==> config.mk <==
export PLATFORM = sky130hd
export DESIGN_NAME = spectral_flux_beat_detector
export DESIGN_NICKNAME = d
export VERILOG_FILES = /design/src/sv/sfbd_pkg.sv /design/src/sv/spectral_flux_beat_detector.sv
export VERILOG_INCLUDE_DIRS = /design/src /design/src/sv
export SDC_FILE = /design/constraint.sdc
export NUM_CORES = 2
export LEC_CHECK = 0
export ABC_CLOCK_PERIOD_IN_PS = 29700
export BUFFER_PORTS_ARGS = -buffer_cell sky130_fd_sc_hd__buf_4
export CAP_MARGIN = 20
export CORE_MARGIN = 2
export CORE_UTILIZATION = 65
export CTS_BUF_LIST = sky130_fd_sc_hd__clkbuf_8
export DETAILED_ROUTE_END_ITERATION = 6
export GPL_TIMING_DRIVEN = 0
export PLACE_DENSITY = 0.81
export SLEW_MARGIN = 40
export SYNTH_ARGS = -nofsm -noshare
export SYNTH_HDL_FRONTEND = slang
export SYNTH_SLANG_ARGS = --single-unit
export TNS_END_PERCENT = 20
==> constraint.sdc <==
create_clock -name clk -period 29.7 [get_ports clk]
set_clock_uncertainty 0.1 [all_clocks]
set_input_delay 2.97 -clock clk [delete_from_list [all_inputs] [get_ports clk]]
set_output_delay 2.97 -clock clk [all_outputs]
set_load 0.03 [all_outputs]
==> src/sv/spectral_flux_beat_detector_assert.svh <==
// Assertion macros used by the beat detector RTL.
`ifndef SPECTRAL_FLUX_BEAT_DETECTOR_ASSERT_SVH
`define SPECTRAL_FLUX_BEAT_DETECTOR_ASSERT_SVH

// Implication checked at every rising clock edge outside reset.
`define SFBD_ASSERT_IMP(label, ante, cons, msg) \
	label: assert property (@(posedge clk) disable iff (!arst_n) (ante) |-> (cons)) \
		else $error(msg);

// Invariant checked at every rising clock edge outside reset.
`define SFBD_ASSERT_ALWAYS(label, cond, msg) \
	label: assert property (@(posedge clk) disable iff (!arst_n) (cond)) \
		else $error(msg);

`endif

==> src/sv/sfbd_pkg.sv <==
`default_nettype none
package sfbd_pkg;
	localparam int GAP_HISTORY = 6;
	localparam int POS_W = (GAP_HISTORY > 1) ? $clog2(GAP_HISTORY) : 1;
	localparam int FILL_W = $clog2(GAP_HISTORY + 1);

	localparam logic [16:0] IV_ALPHA = 17'd9830;
	localparam logic [16:0] IV_KEEP = 17'd55706;
	localparam logic [23:0] IV_RESET = 24'd128000;
	localparam logic [49:0] ROUND_HALF = 50'd32768;
	localparam logic [16:0] ONE_Q16 = 17'd65536;
	localparam logic [15:0] STRENGTH_MAX = 16'hFFFF;
	localparam logic [3:0] DIV_LAST = 4'd15;

	typedef enum logic [2:0] {
		REG_ALPHA = 3'd0,
		REG_THRESHOLD = 3'd1,
		REG_RISE = 3'd2,
		REG_MIN_GAP = 3'd3,
		REG_CLAMP_LO = 3'd4,
		REG_CLAMP_HI = 3'd5
	} cfg_reg_t;

	typedef enum logic [3:0] {
		S_IDLE,
		S_AV1,
		S_AV2,
		S_AV3,
		S_LVL,
		S_RISE,
		S_DECIDE,
		S_DIV,
		S_LOAD,
		S_SORT,
		S_IV1,
		S_IV2,
		S_IV3,
		S_OUT
	} state_t;
endpackage
`default_nettype wire

==> src/sv/spectral_flux_beat_detector.sv <==
// Spectral flux beat detector.
// Input stream: one request per frame, s_tdata = {now_ms, flux}, flux in the low 32 bits.
// Output stream: one result per input request on m_tdata; fields listed at the port.
// Configuration: cfg_wr_en with cfg_index and cfg_wdata writes one 16-bit register;
// write only while no request is in flight.
// Each request is worked through a single shared 32x17 multiplier under a sequencer:
// an idle state that accepts it, the AV1 to RISE states for the averages and level
// products and one decision state; then, on a beat whose excess is below the level, a
// one-bit-per-cycle divider for the strength (a saturated beat takes full strength),
// and after an earlier beat one load state, GAP_HISTORY odd-even sort passes and the
// IV1 to IV3 states for the interval average. The output state places the result in
// the output register; s_tready is high only when the sequencer is idle.
// When the receiver stalls, the finished result waits in the output register and the
// next request may be accepted, but its result is held until the register is free.
// Reset restores the register defaults, clears the averages, time base and ring
// counters; the interval average resets to 500 ms.
`default_nettype none
`include "spectral_flux_beat_detector_assert.svh"
module spectral_flux_beat_detector
	import sfbd_pkg::*;
(
	input wire logic clk,
	input wire logic arst_n,
	input wire logic s_tvalid,
	output logic s_tready,
	input wire logic [63:0] s_tdata, // flux[31:0], now_ms[63:32]
	output logic m_tvalid,
	input wire logic m_tready,
	// beat[0], strength[16:1], above_level[17], rise_ok[18], gap_ok[19],
	// avg_interval[43:20], last_gap_ms[75:44], zero[79:76]
	output logic [79:0] m_tdata,
	input wire logic cfg_wr_en,
	input wire logic [2:0] cfg_index,
	input wire logic [15:0] cfg_wdata
);
	state_t state_q, state_d;

	logic [15:0] alpha_q, thr_q, rise_q, min_gap_q, clamp_lo_q, clamp_hi_q;

	logic [31:0] flux_q, now_q;
	logic [31:0] avg_q, prev_q, lbt_q, last_gap_q;
	logic [23:0] ia_q;
	logic seen_q, had_q;
	logic [POS_W-1:0] pos_q;
	logic [FILL_W-1:0] fill_q, sort_cnt_q;
	logic [15:0] ring_q [GAP_HISTORY];
	logic [16:0] sort_q [GAP_HISTORY];

	logic [31:0] mul_a;
	logic [16:0] mul_b;
	logic [48:0] prod_q, acc_q, lvl_q;
	logic [48:0] rem_q;
	logic [15:0] str_q;
	logic [3:0] div_cnt_q;
	logic above_q, rising_q, gap_ok_q, beat_q;
	logic out_valid_q;
	logic [79:0] out_q;

	logic [49:0] sum_w;
	logic [48:0] num_w, diff_w, rise_num_w, rem2_w;
	logic [31:0] since_w, clamp1_w, clamp2_w, avg0_w, flux_rise_w;
	logic above_w, rising_w, gap_ok_w, beat_w, sat_w, div_bit_w;
	logic [15:0] median_w;
	logic [POS_W-1:0] med_idx_w;

	assign sum_w = {1'b0, acc_q} + {1'b0, prod_q} + ROUND_HALF;
	assign avg0_w = (avg_q == 32'd0) ? flux_q : avg_q;
	assign num_w = {5'd0, flux_q, 12'd0};
	assign flux_rise_w = flux_q - prev_q;
	assign rise_num_w = {5'd0, flux_rise_w, 12'd0};
	assign since_w = now_q - lbt_q;
	assign gap_ok_w = since_w >= {16'd0, min_gap_q};
	assign above_w = num_w > lvl_q;
	assign rising_w = (flux_q > prev_q) && (rise_num_w > prod_q);
	assign beat_w = gap_ok_w && above_w && rising_w;
	assign diff_w = num_w - lvl_q;
	assign sat_w = diff_w >= lvl_q;
	assign clamp1_w = (since_w < {16'd0, clamp_lo_q}) ? {16'd0, clamp_lo_q} : since_w;
	assign clamp2_w = (clamp1_w > {16'd0, clamp_hi_q}) ? {16'd0, clamp_hi_q} : clamp1_w;
	assign rem2_w = {rem_q[47:0], 1'b0};
	assign div_bit_w = rem2_w >= lvl_q;
	assign med_idx_w = POS_W'(fill_q >> 1);
	assign median_w = sort_q[med_idx_w][15:0];

	always_comb begin
		mul_a = avg_q;
		mul_b = {1'b0, thr_q};
		unique case (state_q)
			S_AV1: begin
				mul_a = avg0_w;
				mul_b = ONE_Q16 - {1'b0, alpha_q};
			end
			S_AV2: begin
				mul_a = flux_q;
				mul_b = {1'b0, alpha_q};
			end
			S_RISE: mul_b = {1'b0, rise_q};
			S_IV1: begin
				mul_a = {8'd0, ia_q};
				mul_b = IV_KEEP;
			end
			S_IV2: begin
				mul_a = {8'd0, median_w, 8'd0};
				mul_b = IV_ALPHA;
			end
			default: mul_b = {1'b0, thr_q};
		endcase
	end

	always_ff @(posedge clk) begin
		prod_q <= mul_a * mul_b;
	end

	always_comb begin
		state_d = state_q;
		s_tready = 1'b0;
		unique case (state_q)
			S_IDLE: begin
				s_tready = 1'b1;
				if (s_tvalid) begin
					state_d = S_AV1;
				end
			end
			S_AV1: state_d = S_AV2;
			S_AV2: state_d = S_AV3;
			S_AV3: state_d = S_LVL;
			S_LVL: state_d = S_RISE;
			S_RISE: state_d = S_DECIDE;
			S_DECIDE: begin
				priority if (!beat_w) begin
					state_d = S_OUT;
				end else if (!sat_w) begin
					state_d = S_DIV;
				end else if (seen_q) begin
					state_d = S_LOAD;
				end else begin
					state_d = S_OUT;
				end
			end
			S_DIV: begin
				if (div_cnt_q == DIV_LAST) begin
					state_d = had_q ? S_LOAD : S_OUT;
				end
			end
			S_LOAD: state_d = S_SORT;
			S_SORT: begin
				if (sort_cnt_q == FILL_W'(GAP_HISTORY - 1)) begin
					state_d = S_IV1;
				end
			end
			S_IV1: state_d = S_IV2;
			S_IV2: state_d = S_IV3;
			S_IV3: state_d = S_OUT;
			S_OUT: begin
				if (!out_valid_q || m_tready) begin
					state_d = S_IDLE;
				end
			end
			default: state_d = S_IDLE;
		endcase
	end

	always_ff @(posedge clk or negedge arst_n) begin
		if (!arst_n) begin
			state_q <= S_IDLE;
		end else begin
			state_q <= state_d;
		end
	end

	always_ff @(posedge clk or negedge arst_n) begin
		if (!arst_n) begin
			alpha_q <= 16'd13107;
			thr_q <= 16'd6963;
			rise_q <= 16'd492;
			min_gap_q <= 16'd430;
			clamp_lo_q <= 16'd430;
			clamp_hi_q <= 16'd800;
		end else if (cfg_wr_en) begin
			unique case (cfg_reg_t'(cfg_index))
				REG_ALPHA: alpha_q <= cfg_wdata;
				REG_THRESHOLD: thr_q <= cfg_wdata;
				REG_RISE: rise_q <= cfg_wdata;
				REG_MIN_GAP: min_gap_q <= cfg_wdata;
				REG_CLAMP_LO: clamp_lo_q <= cfg_wdata;
				REG_CLAMP_HI: clamp_hi_q <= cfg_wdata;
				default: ;
			endcase
		end
	end

	always_ff @(posedge clk or negedge arst_n) begin
		if (!arst_n) begin
			avg_q <= 32'd0;
			prev_q <= 32'd0;
			lbt_q <= 32'd0;
			last_gap_q <= 32'd0;
			ia_q <= IV_RESET;
			seen_q <= 1'b0;
			had_q <= 1'b0;
			pos_q <= '0;
			fill_q <= '0;
			out_valid_q <= 1'b0;
		end else begin
			if (state_q == S_OUT && (!out_valid_q || m_tready)) begin
				out_valid_q <= 1'b1;
			end else if (m_tready) begin
				out_valid_q <= 1'b0;
			end
			unique case (state_q)
				S_AV3: avg_q <= sum_w[47:16];
				S_DECIDE: begin
					prev_q <= flux_q;
					if (beat_w) begin
						lbt_q <= now_q;
						seen_q <= 1'b1;
						had_q <= seen_q;
						if (seen_q) begin
							last_gap_q <= since_w;
							pos_q <= (pos_q == POS_W'(GAP_HISTORY - 1)) ? '0 : pos_q + 1'b1;
							if (fill_q < FILL_W'(GAP_HISTORY)) begin
								fill_q <= fill_q + 1'b1;
							end
						end else begin
							last_gap_q <= 32'd0;
						end
					end
				end
				S_IV3: ia_q <= sum_w[39:16];
				default: ;
			endcase
		end
	end

	always_ff @(posedge clk) begin
		unique case (state_q)
			S_IDLE: begin
				flux_q <= s_tdata[31:0];
				now_q <= s_tdata[63:32];
			end
			S_AV2: acc_q <= prod_q;
			S_RISE: lvl_q <= prod_q;
			S_DECIDE: begin
				above_q <= above_w;
				rising_q <= rising_w;
				gap_ok_q <= gap_ok_w;
				beat_q <= beat_w;
				rem_q <= diff_w;
				div_cnt_q <= '0;
				str_q <= (beat_w && sat_w) ? STRENGTH_MAX : 16'd0;
				if (beat_w && seen_q) begin
					ring_q[pos_q] <= clamp2_w[15:0];
				end
			end
			S_DIV: begin
				div_cnt_q <= div_cnt_q + 1'b1;
				str_q <= {str_q[14:0], div_bit_w};
				rem_q <= div_bit_w ? rem2_w - lvl_q : rem2_w;
			end
			S_LOAD: begin
				sort_cnt_q <= '0;
				for (int i = 0; i < GAP_HISTORY; i++) begin
					sort_q[i] <= {(FILL_W'(i) >= fill_q), ring_q[i]};
				end
			end
			S_SORT: begin
				sort_cnt_q <= sort_cnt_q + 1'b1;
				for (int i = 0; i < GAP_HISTORY - 1; i++) begin
					if ((i % 2) == int'(sort_cnt_q[0]) && sort_q[i] > sort_q[i + 1]) begin
						sort_q[i] <= sort_q[i + 1];
						sort_q[i + 1] <= sort_q[i];
					end
				end
			end
			S_IV2: acc_q <= prod_q;
			S_OUT: begin
				if (!out_valid_q || m_tready) begin
					out_q <= {4'd0, last_gap_q, ia_q, gap_ok_q, rising_q, above_q,
						str_q, beat_q};
				end
			end
			default: ;
		endcase
	end

	assign m_tvalid = out_valid_q;
	assign m_tdata = out_q;

	`SFBD_ASSERT_ALWAYS(a_fill_range, fill_q <= FILL_W'(GAP_HISTORY), "ring fill overflow")
	`SFBD_ASSERT_ALWAYS(a_pos_range, pos_q < POS_W'(GAP_HISTORY), "ring position out of range")
	`SFBD_ASSERT_IMP(a_beat_flags, m_tvalid && m_tdata[0],
		m_tdata[17] && m_tdata[18] && m_tdata[19], "beat without all conditions")
	`SFBD_ASSERT_IMP(a_no_beat_zero, m_tvalid && !m_tdata[0], m_tdata[16:1] == 16'd0, "strength without beat")
	`SFBD_ASSERT_IMP(a_hold_result, m_tvalid && !m_tready, ##1 m_tvalid, "result dropped under stall")
endmodule
`default_nettype wire
Yosys cells after proc, flatten, opt, wreduce, memory -nomap -nowiden
Memory sizes are Yosys's and may differ from the RTL's.
Index checks and enable logic that the tools add are counted.
Word-level totals
  input bits: 88
  logic and storage cells: 187
  output and inout bits: 82
  flip-flop bits (word level): 622
  bits in writable memories: 198
  memories: 2
Cells by class
  multiplexer cells: 55
  reductions and logical operators: 31
  $mul: 1
  eq/ne operators: 25
  add/sub/neg operators: 11
  $lt $le $gt $ge: 20
  bitwise logic cells: 11
Memories
  sort_q: words 6, width 17, read ports 7, clocked after Yosys merged registers in 0, write ports 6, line spectral_flux_beat_detector.sv:47  | logic [16:0] sort_q [GAP_HISTORY];
  ring_q: words 6, width 16, read ports 6, clocked after Yosys merged registers in 0, write ports 1, line spectral_flux_beat_detector.sv:46  | logic [15:0] ring_q [GAP_HISTORY];
Operator list (count)
  $mux W17: 10
  $pmux W32 S4: 1
  $ge A49 B49 Y1: 2
  $gt A44 B49 Y1: 2
  $mux W32: 3
  $pmux W48 S2: 1
  $gt A17 B17 Y1: 5
  $pmux W17 S5: 1
  $sub A32 B32 Y32: 2
  $pmux W4 S14: 1
  $mul A32 B17 Y49: 1
  $sub A44 B49 Y49: 1
  $add A48 B16 Y48 const B: 1
  $add A48 B48 Y48: 1
  $mux W48: 1
  $sub A48 B48 Y48: 1
  $ge A32 B16 Y1: 1
  $gt A32 B16 Y1: 1
  $gt A32 B32 Y1: 1
  $logic_not A32 Y1: 1
  $lt A32 B16 Y1: 1
  $mux W16: 2
  $pmux W16 S2: 1
  $eq A4 B4 Y1 const B: 7
  other kinds (32): 105

Depth between registers and ports, before layout
  word-level depth: 8
  gate-level depth with buffers: 35
  depth with buffers taken out: 33

Least setup slack after synthesis
Ideal clock, no wire load.
  path kind: reg-to-output
  start point: register state_q[2]
  end point: output port s_tready
  data arrival time: 7.750 ns
  data required time: 26.630 ns
  slack: 18.880 ns
  stages on the path, launching flop included: 4
  path buffers: 2
  path through: dfrtp_1 clkbuf_1 clkbuf_1 nor4_1
Between the ends
  cells in the longest elaborated chain, start to end: 2
Ends and longest elaborated chain
  from (decl): line spectral_flux_beat_detector.sv:36  | state_t state_q, state_d;
  from (signal assigned): line spectral_flux_beat_detector.sv:167  | state_q <= state_d;
  $logic_not A4 Y1: line spectral_flux_beat_detector.sv:117  | unique case (state_q)
  $mux W1: line spectral_flux_beat_detector.sv:117
  to (decl): line spectral_flux_beat_detector.sv:25  | output logic s_tready,
No other way between the ends.

Final worst setup path
  start point: register avg_q[10]
  end point: register prod_q[47]
Between the ends
  cells in the longest elaborated chain, start to end: 4
Ends and longest elaborated chain
  from (decl): line spectral_flux_beat_detector.sv:41  | logic [31:0] avg_q, prev_q, lbt_q, last_gap_q;
  from (signal assigned): line spectral_flux_beat_detector.sv:211  | S_AV3: avg_q <= sum_w[47:16];
  $logic_not A32 Y1: line spectral_flux_beat_detector.sv:67  | assign avg0_w = (avg_q == 32'd0) ? flux_q : avg_q;
  $mux W32: line spectral_flux_beat_detector.sv:67
  $pmux W32 S4 *: line spectral_flux_beat_detector.sv:88  | unique case (state_q)
  $mul A32 B17 Y49 *: line spectral_flux_beat_detector.sv:111  | prod_q <= mul_a * mul_b;
  to (signal assigned): line spectral_flux_beat_detector.sv:111
  to (decl): line spectral_flux_beat_detector.sv:51  | logic [48:0] prod_q, acc_q, lvl_q;
Every way passes the cells marked *; elsewhere a longest branch is shown, timed or not.
A chain may end at the register's enable or synchronous reset.

==> impl_metrics.json <==
{
  "synth_seq_cells": 820,
  "die_w_um": 318,
  "slowest_stage": "a211oi_1",
  "cts_buffers": 146,
  "relSlewSlack": 0.307,
  "reg2reg_depth": 28,
  "synth_area_um2": 64100,
  "synth_ff_type": "edfxtp_1",
  "grt_pass1_wl_um": 318000,
  "ys_warn_count": 0,
  "cts.sinks": 820,
  "outcome": "complete, but fails checks",
  "critPathMaxFanout": 10,
  "wire_per_inst_um": 25.8,
  "die_h_um": 318,
  "vias_per_cell": 6.41,
  "critPathLaunchType": "flip-flop",
  "ys_seq_area_frac": 0.357,
  "timing.fmax_ghz": 0.0812,
  "track_usage": 0.421,
  "ant_nets": 0,
  "worst_pin_slew_ps": 1040,
  "worstSetupPathType": "reg2reg",
  "cts_hold_buf": 0,
  "first_global_vias": 52400,
  "crit_family": "compound AO/OA/AOI/OAI gates",
  "drive_gt1_frac": 0.114,
  "synthToLayoutAreaGrowth_pct": 10.7,
  "place_congestion": 1.06,
  "cts_tree": "yes",
  "utilization": 0.724,
  "core_area_um2": 98100,
  "syn_avg_cell_area_um2": 9.97,
  "drt-total-wl_um": 213000,
  "port_buffers": 165,
  "setup_tns_ps": 0,
  "drv_slew": 0,
  "worst-path-stages": 28,
  "maxCapViolations": 0,
  "period_minus_slack_ps": 12320,
  "netlist_instances": 6435,
  "mostFrequentLayoutCells": "inv_1, nand2_1, ha_1",
  "ctsRootBufferMaster": "clkbuf_8",
  "die-area_um2": 101000,
  "drc": 11,
  "hp-class": "reg2reg",
  "ioPinCount": 170,
  "cp-end-kind": "flip-flop",
  "crit_buf_inv": 6,
  "required_ps": 30400,
  "worstSkewPairLatency_ps": 900,
  "htreeDepth": 4,
  "rsz0062_at_grt": "false",
  "holdPathStages": 0,
  "synth_edf_count": 510,
  "drt-pass1-iter-count": 7,
  "async_flop_share": 0.318,
  "clkSlewWorstSetupHoldPaths_ps": 80,
  "row_count": 115,
  "layout.cells.most_common": "inv_1",
  "grt_max_degree": 75,
  "dp_hpwl_um": 167000,
  "drt_iter0_markers": 6158,
  "layout.nets": 7927,
  "vias": 52800,
  "overflow": 0,
  "clockBufferDepth": 3,
  "post_cts_resized": 0,
  "ys_types": 101,
  "final-hold-violation-count": 0,
  "post_cts_buffers": 0,
  "antenna_found_initial": 14,
  "initial_core_util": 0.654,
  "cpMostUsedCell": "fa_1",
  "worst_path_largest_cell_delay_ps": 850,
  "violations": "design-rule violations",
  "critPathArrivalTime_ps": 13020,
  "finalSetupViolations": 0,
  "fin_crit_sh": 0.415
}
-- cells by family (layout without fill, tap and decap cells) --
group / after synthesis / after routing / share of synthesized area
AND/OR/NAND/NOR: 1703 / 1703 / 0.121
AO/OA/AOI/OAI: 1279 / 1279 / 0.127
buffers and inverters: 1138 / 1640 / 0.0675
adder cells (fa/ha/maj): 1022 / 1022 / 0.252
flip-flops: 820 / 820 / 0.357
multiplexers: 256 / 256 / 0.0462
XOR/XNOR: 216 / 216 / 0.0295
other: 1 / 17 / 0.0000585
-- synth_stat cells (21+ instances only) --
master    instances  share of area
dfstp_2          43          0.018
and2_1           38         0.0037
a221o_1          22         0.0034
a31oi_1          28         0.0027
dfrtp_1         218          0.085
xnor2_1         143          0.020
nand2_1         726          0.042
or3_1            29         0.0028
a221oi_1         27         0.0037
a211oi_1         34         0.0040
o21a_1           58         0.0068
nor3_1          100         0.0078
mux2_2          150          0.026
nor2_1          388          0.023
mux2i_1          85          0.013
a21oi_1         340          0.027
and3_1           31         0.0030
xor2_1           73          0.010
nand4_1          71         0.0069
nor4_1           31         0.0030
o221ai_1         21         0.0029
clkbuf_1        205          0.012
nor2b_1          56         0.0055
inv_1           905          0.053
fa_1            452           0.14
o22ai_1          47         0.0046
edfxtp_1        510           0.24
o21ai_0         350          0.027
a21o_1          128          0.015
ha_1            570           0.11
a22o_1           28         0.0038
dfxtp_1          49          0.015
nand3_1          94         0.0073
o21bai_1         31         0.0036
nand2b_1         75         0.0073
-- state kept, by name (all words and copies together), names as in the netlist, 48 cells and up --
register and count:
prod_q 49, ring_q 96, rem_q 48, m_tdata 76, sort_q 102, lvl_q 49
acc_q 48
-- metrics by stage --
step / hold WS, ps / worst slack (ps) / instance area [um2] / std cells
3_3_place_gp: 303 / 13960 / 67000 / 7890
3_5_place_dp: 321 / 17960 / 67900 / 7953
4_1_cts: 327 / 17910 / 70900 / 8224
2_1_floorplan: 300 / 18880 / 64100 / 6438
5_1_grt: 342 / 17390 / 71000 / 8233
6_report: 316 / 17380 / 71000 / 8240
-- layout make-up --
type                       instances  area [um2]
fill                            7293       27100
inverter                         905        3400
multi-input combinational       4480       37300
buffer                           233         945
clock buffer                     159        2190
clock inverter                   112         810
timing repair buffer             231        1810
tap                             1287        1610
antenna                           13        32.5
sequential                       820       22900
-- layer usage --
layer  routed length (um)  track usage
met1                77300        0.527
met2                94000        0.649
met3                24000        0.107
met4                17100        0.284
met5                  189            0
-- worst paths after layout --
path	startpoint	endpoint	slack [ps]
min in group asynchronous	arst_n	last_gap_q[23]	1970
setup / recovery	avg_q[10]	prod_q[47]	17380
hold / removal	gap_ok_q	m_tdata[19]	320
hold reg to reg	gap_ok_q	m_tdata[19]	320
setup reg to reg	avg_q[10]	prod_q[47]	17380
max in group asynchronous	arst_n	avg_q[7]	26400
Power is left out: the tool's default activity adds up to more than one toggle a clock period on the data nets, which glitch-free logic cannot reach.
